<file path="src/hdl/loa_pkg.sv">
// Package: shared types, constants and tables for landmark observation association.
`default_nettype none
package loa_pkg;
    localparam int MAX_LANDMARKS_DEF = 64;
    localparam int CORDIC_STEPS = 17;
    localparam logic signed [19:0] Q_PI = 20'sd205887;
    localparam logic signed [19:0] Q_HALF_PI = 20'sd102944;
    localparam logic signed [19:0] Q_TWO_PI = 20'sd411775;
    localparam logic signed [33:0] CORDIC_GAIN = 34'sd652032874;

    localparam logic OP_WRITE = 1'b0;
    localparam logic OP_ASSOC = 1'b1;

    function automatic logic signed [19:0] atan_q16(input logic [4:0] i);
        case (i)
            5'd0: atan_q16 = 20'sd51472;
            5'd1: atan_q16 = 20'sd30386;
            5'd2: atan_q16 = 20'sd16055;
            5'd3: atan_q16 = 20'sd8150;
            5'd4: atan_q16 = 20'sd4091;
            5'd5: atan_q16 = 20'sd2047;
            5'd6: atan_q16 = 20'sd1024;
            5'd7: atan_q16 = 20'sd512;
            5'd8: atan_q16 = 20'sd256;
            5'd9: atan_q16 = 20'sd128;
            5'd10: atan_q16 = 20'sd64;
            5'd11: atan_q16 = 20'sd32;
            5'd12: atan_q16 = 20'sd16;
            5'd13: atan_q16 = 20'sd8;
            5'd14: atan_q16 = 20'sd4;
            5'd15: atan_q16 = 20'sd2;
            5'd16: atan_q16 = 20'sd1;
            default: atan_q16 = 20'sd0;
        endcase
    endfunction

    // queued command between front and back
    typedef struct packed {
        logic               op;
        logic [5:0]         idx;
        logic [15:0]        id;
        logic signed [31:0] ex;
        logic signed [31:0] ey;
        logic signed [31:0] px;
        logic signed [31:0] py;
        logic signed [18:0] hd;
        logic signed [24:0] ox;
        logic signed [24:0] oy;
        logic               last;
    } t_cmd;

    typedef struct packed {
        logic [15:0]        id;
        logic signed [31:0] mx;
        logic signed [31:0] my;
        logic [31:0]        rx;
        logic [31:0]        ry;
        logic               last;
    } t_res;

    typedef enum logic [2:0] {
        ST_IDLE, ST_CORDIC, ST_MUL, ST_SUM, ST_SCAN, ST_DRAIN, ST_OUT
    } t_state;
endpackage
`default_nettype wire

</file>
<file path="src/hdl/loa_front.sv">
// Front end: a two-entry command queue.
`default_nettype none
module loa_front
    import loa_pkg::*;
(
    input  wire         i_clk,
    input  wire         i_rst_n,
    input  wire         i_valid,
    output logic        o_ready,
    input  wire t_cmd   i_cmd,
    output logic        o_valid,
    input  wire         i_ready,
    output t_cmd        o_cmd
);
    t_cmd r_q [2];
    logic r_wp, r_rp;
    logic [1:0] r_cnt;
    logic push, pop;

    assign o_ready = (r_cnt != 2'd2);
    assign o_valid = (r_cnt != 2'd0);
    assign o_cmd = r_q[r_rp];
    assign push = i_valid && o_ready;
    assign pop = o_valid && i_ready;

    always_ff @(posedge i_clk) begin
        if (push) begin
            r_q[r_wp] <= i_cmd;
        end
        if (!i_rst_n) begin
            r_wp <= 1'b0;
            r_rp <= 1'b0;
            r_cnt <= 2'd0;
        end else begin
            if (push) r_wp <= ~r_wp;
            if (pop) r_rp <= ~r_rp;
            r_cnt <= r_cnt + {1'b0, push} - {1'b0, pop};
        end
    end
endmodule
`default_nettype wire

</file>
<file path="config.mk">
export PLATFORM = sky130hd
export DESIGN_NAME = loa_front
export DESIGN_NICKNAME = d
export VERILOG_FILES = /design/src/hdl/loa_pkg.sv /design/src/hdl/loa_front.sv
export SDC_FILE = /design/constraint.sdc
export NUM_CORES = 1
export LEC_CHECK = 0
export ABC_AREA = 1
export BUFFER_PORTS_ARGS = -buffer_cell sky130_fd_sc_hd__buf_2
export CAP_MARGIN = 20
export CELL_PAD_IN_SITES_DETAIL_PLACEMENT = 1
export CELL_PAD_IN_SITES_GLOBAL_PLACEMENT = 1
export CORE_MARGIN = 1.5
export CORE_UTILIZATION = 45
export CTS_BUF_LIST = sky130_fd_sc_hd__clkbuf_8 sky130_fd_sc_hd__clkbuf_16
export DETAILED_ROUTE_END_ITERATION = 10
export GPL_TIMING_DRIVEN = 0
export PLACE_DENSITY = 0.83
export REMOVE_ABC_BUFFERS = 1
export SYNTH_ARGS = -nofsm -noshare
export SYNTH_HDL_FRONTEND = slang
export SYNTH_SLANG_ARGS = --single-unit
</file>
<file path="constraint.sdc">
create_clock -name i_clk -period 14.1 [get_ports i_clk]
set_clock_uncertainty 0.15 [all_clocks]
set_input_delay 0 -clock i_clk [delete_from_list [all_inputs] [get_ports i_clk]]
set_output_delay 0 -clock i_clk [all_outputs]
set_load 0.02 [all_outputs]
</file>
==> impl_metrics.sql, run 1 <==
INSERT INTO impl_metrics (metric_group, metric, value, unit) VALUES
('grt', 'grt_util_met2', '51.15', '%'),
('power', 'leakagePower', '9.801', 'nW'),
('die', 'fp.dieH', '197.8', 'um'),
('place', 'port_buffers', '447', ''),
('power', 'power-per-cell-area', '171.3', 'mW/mm2'),
('critical_path', 'startpoint_type', 'register', ''),
('die', 'boundaryPins', '448', ''),
('grt', 'grt_util_all_layers', '27.20', '%'),
('power', 'internal_cell_power', '2.916', 'mW'),
('hold_path', 'class_of_the_tightest_hold_or_removal_check', 'in2reg', ''),
('grt', 'initial_antenna_violation_count', '5', ''),
('power', 'p_clk_share', '28.7', '%'),
('sta', 'final_period_minus_worst_setup_slack', '3.015', 'ns'),
('synthesis', 'post_synth_main_area_contributors', 'edfxtp_1, mux2_4, mux2_2', ''),
('sta', 'postLayoutSetupSlackWorst', '11.09', 'ns'),
('grt', 'grt.met3_usage', '6.404', '%'),
('power', 'share_comb_of_total_power', '29.6', '%'),
('sta', 'slew_violations', '0', ''),
('synthesis', 'synth_area_leader_cell', 'edfxtp_1', ''),
('routing', 'drt_wl_total', '53870', 'um'),
('die', 'die_area', '0.03912', 'mm2'),
('synthesis', 'area_fraction_of_the_dominant_cell_type_after_synthesis', '77.74', '%'),
('clock_network', 'worst_setup_hold_path_clk_slew', '0.06', 'ns'),
('final_layout', 'n_fill_cell', '3332', ''),
('grt', 'global_routing_s_busiest_layer', 'met2', ''),
('synthesis', 'synth_top_flop_cell', 'edfxtp_1', ''),
('routing', 'routedWlPerCell', '25.79', 'um'),
('routing', 'antenna_left', '0', ''),
('sta', 'finalSetupViolations', '0', ''),
('critical_path', 'worst_setup_path_end_kind', 'register', ''),
('critical_path', 'crit_arrival', '3.13', 'ns'),
('sta', 'timing.final.crit_share', '21.38', '%'),
('clock_network', 'clock_tree.buffer_depth', '3', ''),
('final_layout', 'area.growth.synth_to_final', '44.87', '%'),
('die', 'design.core.area', '0.03749', 'mm2'),
('routing', 'route.detailed.drc', '0', ''),
('critical_path', 'critPathMaxFanout', '29', ''),
('sta', 'achievable-frequency', '0.3317', 'GHz'),
('power', 'power.net_switching', '1.322', 'mW'),
('place', 'dp_worst_setup_slack', '11.23', 'ns'),
('synthesis', 'post_synth.cell_area_avg', '23.58', 'um2'),
('clock_network', 'cts.root.buffer_cell', 'clkbuf_16', ''),
('synthesis', 'synth-edff-count', '442', ''),
('die', 'floorplan.die.width', '197.8', 'um'),
('grt', 'use_met1', '28.31', '%'),
('final_layout', 'finalCoreUtilization', '65.98', '%'),
('synthesis', 'syn_area', '0.01707', 'mm2'),
('synthesis', 'share_of_the_yosys_chip_area_belonging_to_registers', '78.32', '%'),
('synthesis', 'syn_inst', '724', ''),
('grt', 'grt_overflow', '0', ''),
('routing', 'route.vias.total', '10310', ''),
('clock_network', 'cts_setup_buffers', '0', ''),
('run', 'timing.max_cap.violations', '0', ''),
('sta', 'setup_repair_after_global_routing_missed_its_margin', 'false', ''),
('clock_network', 'cts_max_level', '2', ''),
('grt', 'first_global_vias', '11860', ''),
('routing', 'drt-initial-drc-count', '573', ''),
('clock_network', 'cts_tree', 'built', ''),
('outcome', 'run_status', 'finished clean', ''),
('final_layout', 'post_layout_net_count', '1766', ''),
('synthesis', 'asyncSetResetFlopFracSynth', '0', '%'),
('die', 'placementRows', '71', ''),
('synthesis', 'yosysMostFrequentCell', 'edfxtp_1', ''),
('routing', 'viasPerCell', '4.936', ''),
('final_layout', 'layout-drive-gt1-share', '47.65', '%'),
('synthesis', 'ys_top_cells_by_count', 'edfxtp_1, mux2_4, mux2_2', ''),
('place', 'gp_congestion', '0.7432', ''),
('place', 'dp_hpwl', '26840', 'um'),
('sta', 'slew_headroom', '31.50', '%'),
('synthesis', 'yosysWarningCount', '0', ''),
('clock_network', 'clock_sinks', '447', ''),
('power', 'worst_ir_drop_vdd', '0.1205', 'mV'),
('critical_path', 'worst-endpoint-required', '14.21', 'ns'),
('synthesis', 'number_of_synthesized_register_bits', '447', ''),
('critical_path', 'path_class', 'reg2reg', ''),
('clock_network', 'clk_lat_worst_skew', '0.56', 'ns'),
('die', 'initial_utilization', '45.54', '%'),
('power', 'switching_share', '31.20', '%'),
('synthesis', 'synth.lib_cells_used.distinct', '13', ''),
('clock_network', 'tritoncts.num_buffers', '46', ''),
('routing', 'drt_first_pass_iters', '4', ''),
('sta', 'timing_worst_slew_pin_value', '1.025', 'ns'),
('grt', 'global_route_wire_length_before_repair', '76850', 'um'),
('power', 'seq_power_share', '41.7', '%'),
('grt', 'grt_start_max_net_pins', '116', ''),
('sta', 'finalHoldViolations', '0', '');
-- cells by family after synthesis --
group           synth area share, %
flops                         78.32
simple gates                 0.4616
buf+inv                       2.257
compound gates              0.05863
fa+ha+maj                    0.1465
mux                           18.75
-- placed cells by master, fill, tap and decap left out, types with 3 or more instances in the layout --
cell type,count
mux2_2,31
buf_12,6
nand2_1,9
buf_2,447
clkbuf_16,49
clkinv_2,9
nand3_1,3
mux2_4,190
bufinv_16,3
buf_16,8
dfxtp_1,4
edfxtp_1,442
nor2_1,7
dlygate4sd3_1,331
diode_2,4
clkinv_1,6
inv_1,18
-- through the flow --
| stage | cells | power (mW) | cell area [um2] | TNS (ns) | hold slack, ns |
|---|---|---|---|---|---|
| floorplan | 699 | 2.726 | 16710 | 0 | -0.05655 |
| global placement | 1657 | 3.185 | 19590 | -436.12 | 0.03745 |
| detailed placement | 1671 | 2.910 | 19950 | 0 | 0.04130 |
| CTS | 2085 | 4.169 | 24730 | 0 | 0.0001611 |
| global route | 2088 | 4.364 | 24730 | 0 | 0.005938 |
| finish | 2089 | 4.238 | 24740 | 0 | 0.02515 |
-- worst max-delay path: stages, from the launching register on --
cell and delay (ns):
dfxtp_1 0.39, inv_1 0.09, nand2_1 0.17, nand2_1 0.17, nor2_4 0.80, buf_12 0.30, buf_16 0.19, buf_12 0.21
buf_16 0.20
-- power groups by stage --
stage / logic (mW) / registers (mW) / clock network [mW]
6_report: 1.25 / 1.77 / 1.22
5_1_grt: 1.31 / 1.78 / 1.28
4_1_cts: 1.22 / 1.75 / 1.20
3_5_place_dp: 1.13 / 1.78 / 0
3_3_place_gp: 1.24 / 1.95 / 0
2_1_floorplan: 0.850 / 1.88 / 0
-- final timing paths --
kind | start | end | slack, ns | cells past startpoint
setup / recovery | r_cnt[0] | r_q[0][153] | 11.09 | 8
hold / removal | i_cmd[158] | r_q[0][158] | 0.03 | 2
setup reg to reg | r_cnt[0] | r_q[0][153] | 11.09 | 8
hold reg to reg | r_rp | register | 0.42 | 2
-- per-layer routing --
| layer | vias to the layer above | wire (um) |
|---|---|---|
| li1 | 4509 | - |
| met1 | 5233 | 18950 |
| met2 | 437 | 29240 |
| met3 | 131 | 3229 |
| met4 | 2 | 2438 |
| met5 | - | 14 |
-- flip-flops by register name, indices dropped and copies added (netlist names), named ones only --
register  flops
r_q         442
r_cnt         2
r_rp          1
r_wp          1
-- timing repair --
item                                    CTS  global route
hold buffers                            331             0
resized for setup                         0             0
endpoints found under the setup margin    0             0
hold endpoints to repair                474             0
-- layout make-up --
| class | instances | area, um2 | share of cell area, % |
|---|---|---|---|
| Clock inverter | 34 | 235.2 | 0.9510 |
| Clock buffer | 49 | 1226 | 4.957 |
| Inverter | 7 | 33.78 | 0.1366 |
| Multi-Input combinational cell | 245 | 3323 | 13.44 |
| Sequential cell | 447 | 13380 | 54.08 |
| Timing Repair Buffer | 792 | 5891 | 23.82 |
| Tap cell | 511 | 639.4 | 2.585 |
| Antenna cell | 4 | 10.01 | 0.04047 |
Power figures use the tool's default switching activity.
==> run 2, diff against run 1 <==
--- a/config.mk
+++ b/config.mk
@@ -11,11 +11,11 @@
 export CELL_PAD_IN_SITES_DETAIL_PLACEMENT = 1
 export CELL_PAD_IN_SITES_GLOBAL_PLACEMENT = 1
 export CORE_MARGIN = 1.5
-export CORE_UTILIZATION = 45
+export CORE_UTILIZATION = 41
 export CTS_BUF_LIST = sky130_fd_sc_hd__clkbuf_8 sky130_fd_sc_hd__clkbuf_16
 export DETAILED_ROUTE_END_ITERATION = 10
 export GPL_TIMING_DRIVEN = 0
-export PLACE_DENSITY = 0.83
+export PLACE_DENSITY = 0.8
 export REMOVE_ABC_BUFFERS = 1
 export SYNTH_ARGS = -nofsm -noshare
 export SYNTH_HDL_FRONTEND = slang
==> constraint.sdc (replaced) <==
create_clock -name i_clk -period 2.7 [get_ports i_clk]
set_clock_uncertainty 0.15 [all_clocks]
set_input_delay 0 -clock i_clk [delete_from_list [all_inputs] [get_ports i_clk]]
set_output_delay 0 -clock i_clk [all_outputs]
set_load 0.02 [all_outputs]
==> impl_metrics.sql, run 2 (same netlist as run 1, synthesis figures left out) <==
INSERT INTO impl_metrics (metric_group, metric, value, unit) VALUES
('power', 'power.net_switching', '6.737', 'mW'),
('final_layout', 'largest_register', 'r_q', ''),
('routing', 'top_layer', 'met5', ''),
('final_layout', 'largest_reg_flops', '442', ''),
('power', 'internal_cell_power', '15.32', 'mW'),
('power', 'worst_ir_drop_vdd', '0.6937', 'mV'),
('critical_path', 'reg2reg_from', 'r_cnt[0]', ''),
('power', 'seq_power_share', '41.6', '%'),
('grt', 'first_global_vias', '11980', ''),
('clock_network', 'cts.root.buffer_cell', 'clkbuf_16', ''),
('sta', 'achievable-frequency', '0.3897', 'GHz'),
('critical_path', 'crit_top_cell', 'buf_16', ''),
('routing', 'antenna_left', '0', ''),
('power', 'share_comb_of_total_power', '29.8', '%'),
('grt', 'grt_overflow', '0', ''),
('critical_path', 'timing.reg2reg.worst_path_depth', '5', ''),
('clock_network', 'clock_tree.buffer_depth', '3', ''),
('sta', 'hold_ws', '0.02923', 'ns'),
('critical_path', 'worst_setup_path_end_kind', 'output port', ''),
('die', 'placementRows', '74', ''),
('grt', 'global_route_wire_length_before_repair', '76350', 'um'),
('sta', 'finalHoldViolations', '0', ''),
('clock_network', 'clk_lat_worst_skew', '0.55', 'ns'),
('critical_path', 'cp_slowest_stage_delay', '0.63', 'ns'),
('die', 'fp.dieH', '207.1', 'um'),
('routing', 'met2_wirelength', '28310', 'um'),
('hold_path', 'hold_path_depth', '2', ''),
('routing', 'route.vias.total', '10240', ''),
('clock_network', 'cts_tree', 'built', ''),
('sta', 'setup_repair_after_global_routing_missed_its_margin', 'false', ''),
('power', 'p_clk_share', '28.7', '%'),
('place', 'gp_congestion', '0.7389', ''),
('die', 'design.core.area', '0.04092', 'mm2'),
('clock_network', 'worst_setup_hold_path_clk_slew', '0.06', 'ns'),
('clock_network', 'clock_sinks', '447', ''),
('grt', 'grt_util_all_layers', '23.87', '%'),
('final_layout', 'top_regs', 'r_q: 442 flops, r_cnt: 2 flops', ''),
('sta', 'slew_violations', '0', ''),
('clock_network', 'cts_max_level', '2', ''),
('die', 'die_area', '0.04288', 'mm2'),
('routing', 'm1WireLength', '18210', 'um'),
('die', 'initial_utilization', '41.72', '%'),
('final_layout', 'layout-drive-gt1-share', '46.78', '%'),
('routing', 'routedWlPerCell', '24.52', 'um'),
('final_layout', 'commonest_non_fill_non_tap_cell_in_the_layout', 'buf_2', ''),
('power', 'leakagePower', '9.870', 'nW'),
('sta', 'timing_worst_slew_pin_value', '0.7359', 'ns'),
('routing', 'drt_first_pass_iters', '4', ''),
('place', 'dp_hpwl', '26990', 'um'),
('routing', 'viasPerCell', '4.820', ''),
('final_layout', 'post_layout_net_count', '1778', ''),
('final_layout', 'n_fill_cell', '3674', ''),
('routing', 'drt_wl_total', '52100', 'um'),
('critical_path', 'cp_cell_sequence', 'buf_16 > buf_16 > mux2_2 > buf_2', ''),
('place', 'port_buffers', '447', ''),
('final_layout', 'final_cell_mix', 'buf_2, edfxtp_1, dlygate4sd3_1', ''),
('sta', 'timing.final.crit_share', '95.04', '%'),
('sta', 'final_period_minus_worst_setup_slack', '2.566', 'ns'),
('grt', 'initial_antenna_violation_count', '7', ''),
('die', 'floorplan.die.width', '207.1', 'um'),
('sta', 'slew_headroom', '50.94', '%'),
('power', 'power-per-cell-area', '885.7', 'mW/mm2'),
('routing', 'route.met3.wl', '3064', 'um'),
('die', 'boundaryPins', '448', ''),
('final_layout', 'area.growth.synth_to_final', '45.87', '%'),
('sta', 'totalNegativeSetupSlack', '0', 'ns'),
('run', 'timing.max_cap.violations', '0', ''),
('hold_path', 'class_of_the_tightest_hold_or_removal_check', 'in2reg', ''),
('outcome', 'run_status', 'finished clean', ''),
('critical_path', 'timing.critical_path.slowest_stage_cell', 'dfxtp_4', ''),
('hold_path', 'holdCritStartpoint', 'i_cmd[30]', ''),
('sta', 'finalSetupViolations', '0', ''),
('critical_path', 'crit_arrival', '2.42', 'ns'),
('critical_path', 'worst-endpoint-required', '2.55', 'ns'),
('critical_path', 'startpoint_type', 'register', ''),
('clock_network', 'tritoncts.num_buffers', '47', ''),
('power', 'switching_share', '30.54', '%'),
('routing', 'drt-initial-drc-count', '489', ''),
('grt', 'grt_start_max_net_pins', '120', ''),
('critical_path', 'path_class', 'reg2out', ''),
('routing', 'route.detailed.drc', '0', ''),
('critical_path', 'critPathMaxFanout', '45', '');
## run 2: what timing repair did
| action | 4_1_cts | 5_1_grt |
|---|---|---|
| buffers inserted | 1 | 0 |
| hold buffers | 340 | 1 |
| resized for setup | 0 | 1 |
| setup endpoints to repair | 43 | 83 |
| hold endpoints to repair | 458 | 1 |
## run 2: power groups by stage
stage          combinational, mW  sequential [mW]  clock [mW]
2_1_floorplan               3.02             9.33           0
3_3_place_gp                3.32             9.21           0
3_5_place_dp                5.97             9.26           0
4_1_cts                     6.46             9.10        6.34
5_1_grt                     6.84             9.23        6.68
6_report                    6.57             9.17        6.32
## run 2: per-layer routing
layer / GRT usage, % / vias up
li1: - / 4529
met1: 24.47 / 5138
met2: 44.87 / 433
met3: 5.746 / 141
met4: 11.97 / 2
met5: 0 / -
## run 2: worst paths after layout
path | slack, ns | endpoint
worst max-delay path | 0.13 | o_cmd[21]
worst max register to register | 0.25 | r_q[1][190]
worst min-delay path | 0.03 | r_q[1][30]
worst min register to register | 0.37 | r_rp
## run 2: critical path, delay by kind of cell (launching register included)
family	cells	cell delay, ns
mux	1	0.39
buf+inv	3	0.79
flops	1	0.63
## run 2: through the flow
| stage | power [mW] | instances | area (um2) | utilization [%] | setup slack, ns |
|---|---|---|---|---|---|
| 5_1_grt | 22.76 | 2125 | 24910 | 60.86 | 0.04299 |
| 3_5_place_dp | 15.23 | 1692 | 19970 | 48.80 | 0.1047 |
| 4_1_cts | 21.89 | 2117 | 24870 | 60.78 | 0.03991 |
| 6_report | 22.06 | 2125 | 24910 | 60.86 | 0.1339 |
| 2_1_floorplan | 12.35 | 699 | 16710 | - | -8.123 |
| 3_3_place_gp | 12.52 | 1678 | 19620 | 47.94 | -13.57 |
## run 2: area by class of cell
| class | count | area, um2 | area share, % |
|---|---|---|---|
| flip-flops and latches | 447 | 13380 | 53.71 |
| inverters | 7 | 38.79 | 0.1557 |
| multi-input cells | 245 | 3323 | 13.34 |
| diodes | 7 | 17.52 | 0.07033 |
| clock buffers | 49 | 1226 | 4.923 |
| repair buffers | 803 | 6011 | 24.13 |
| well taps | 532 | 665.6 | 2.673 |
| clock inverters | 35 | 246.5 | 0.9897 |
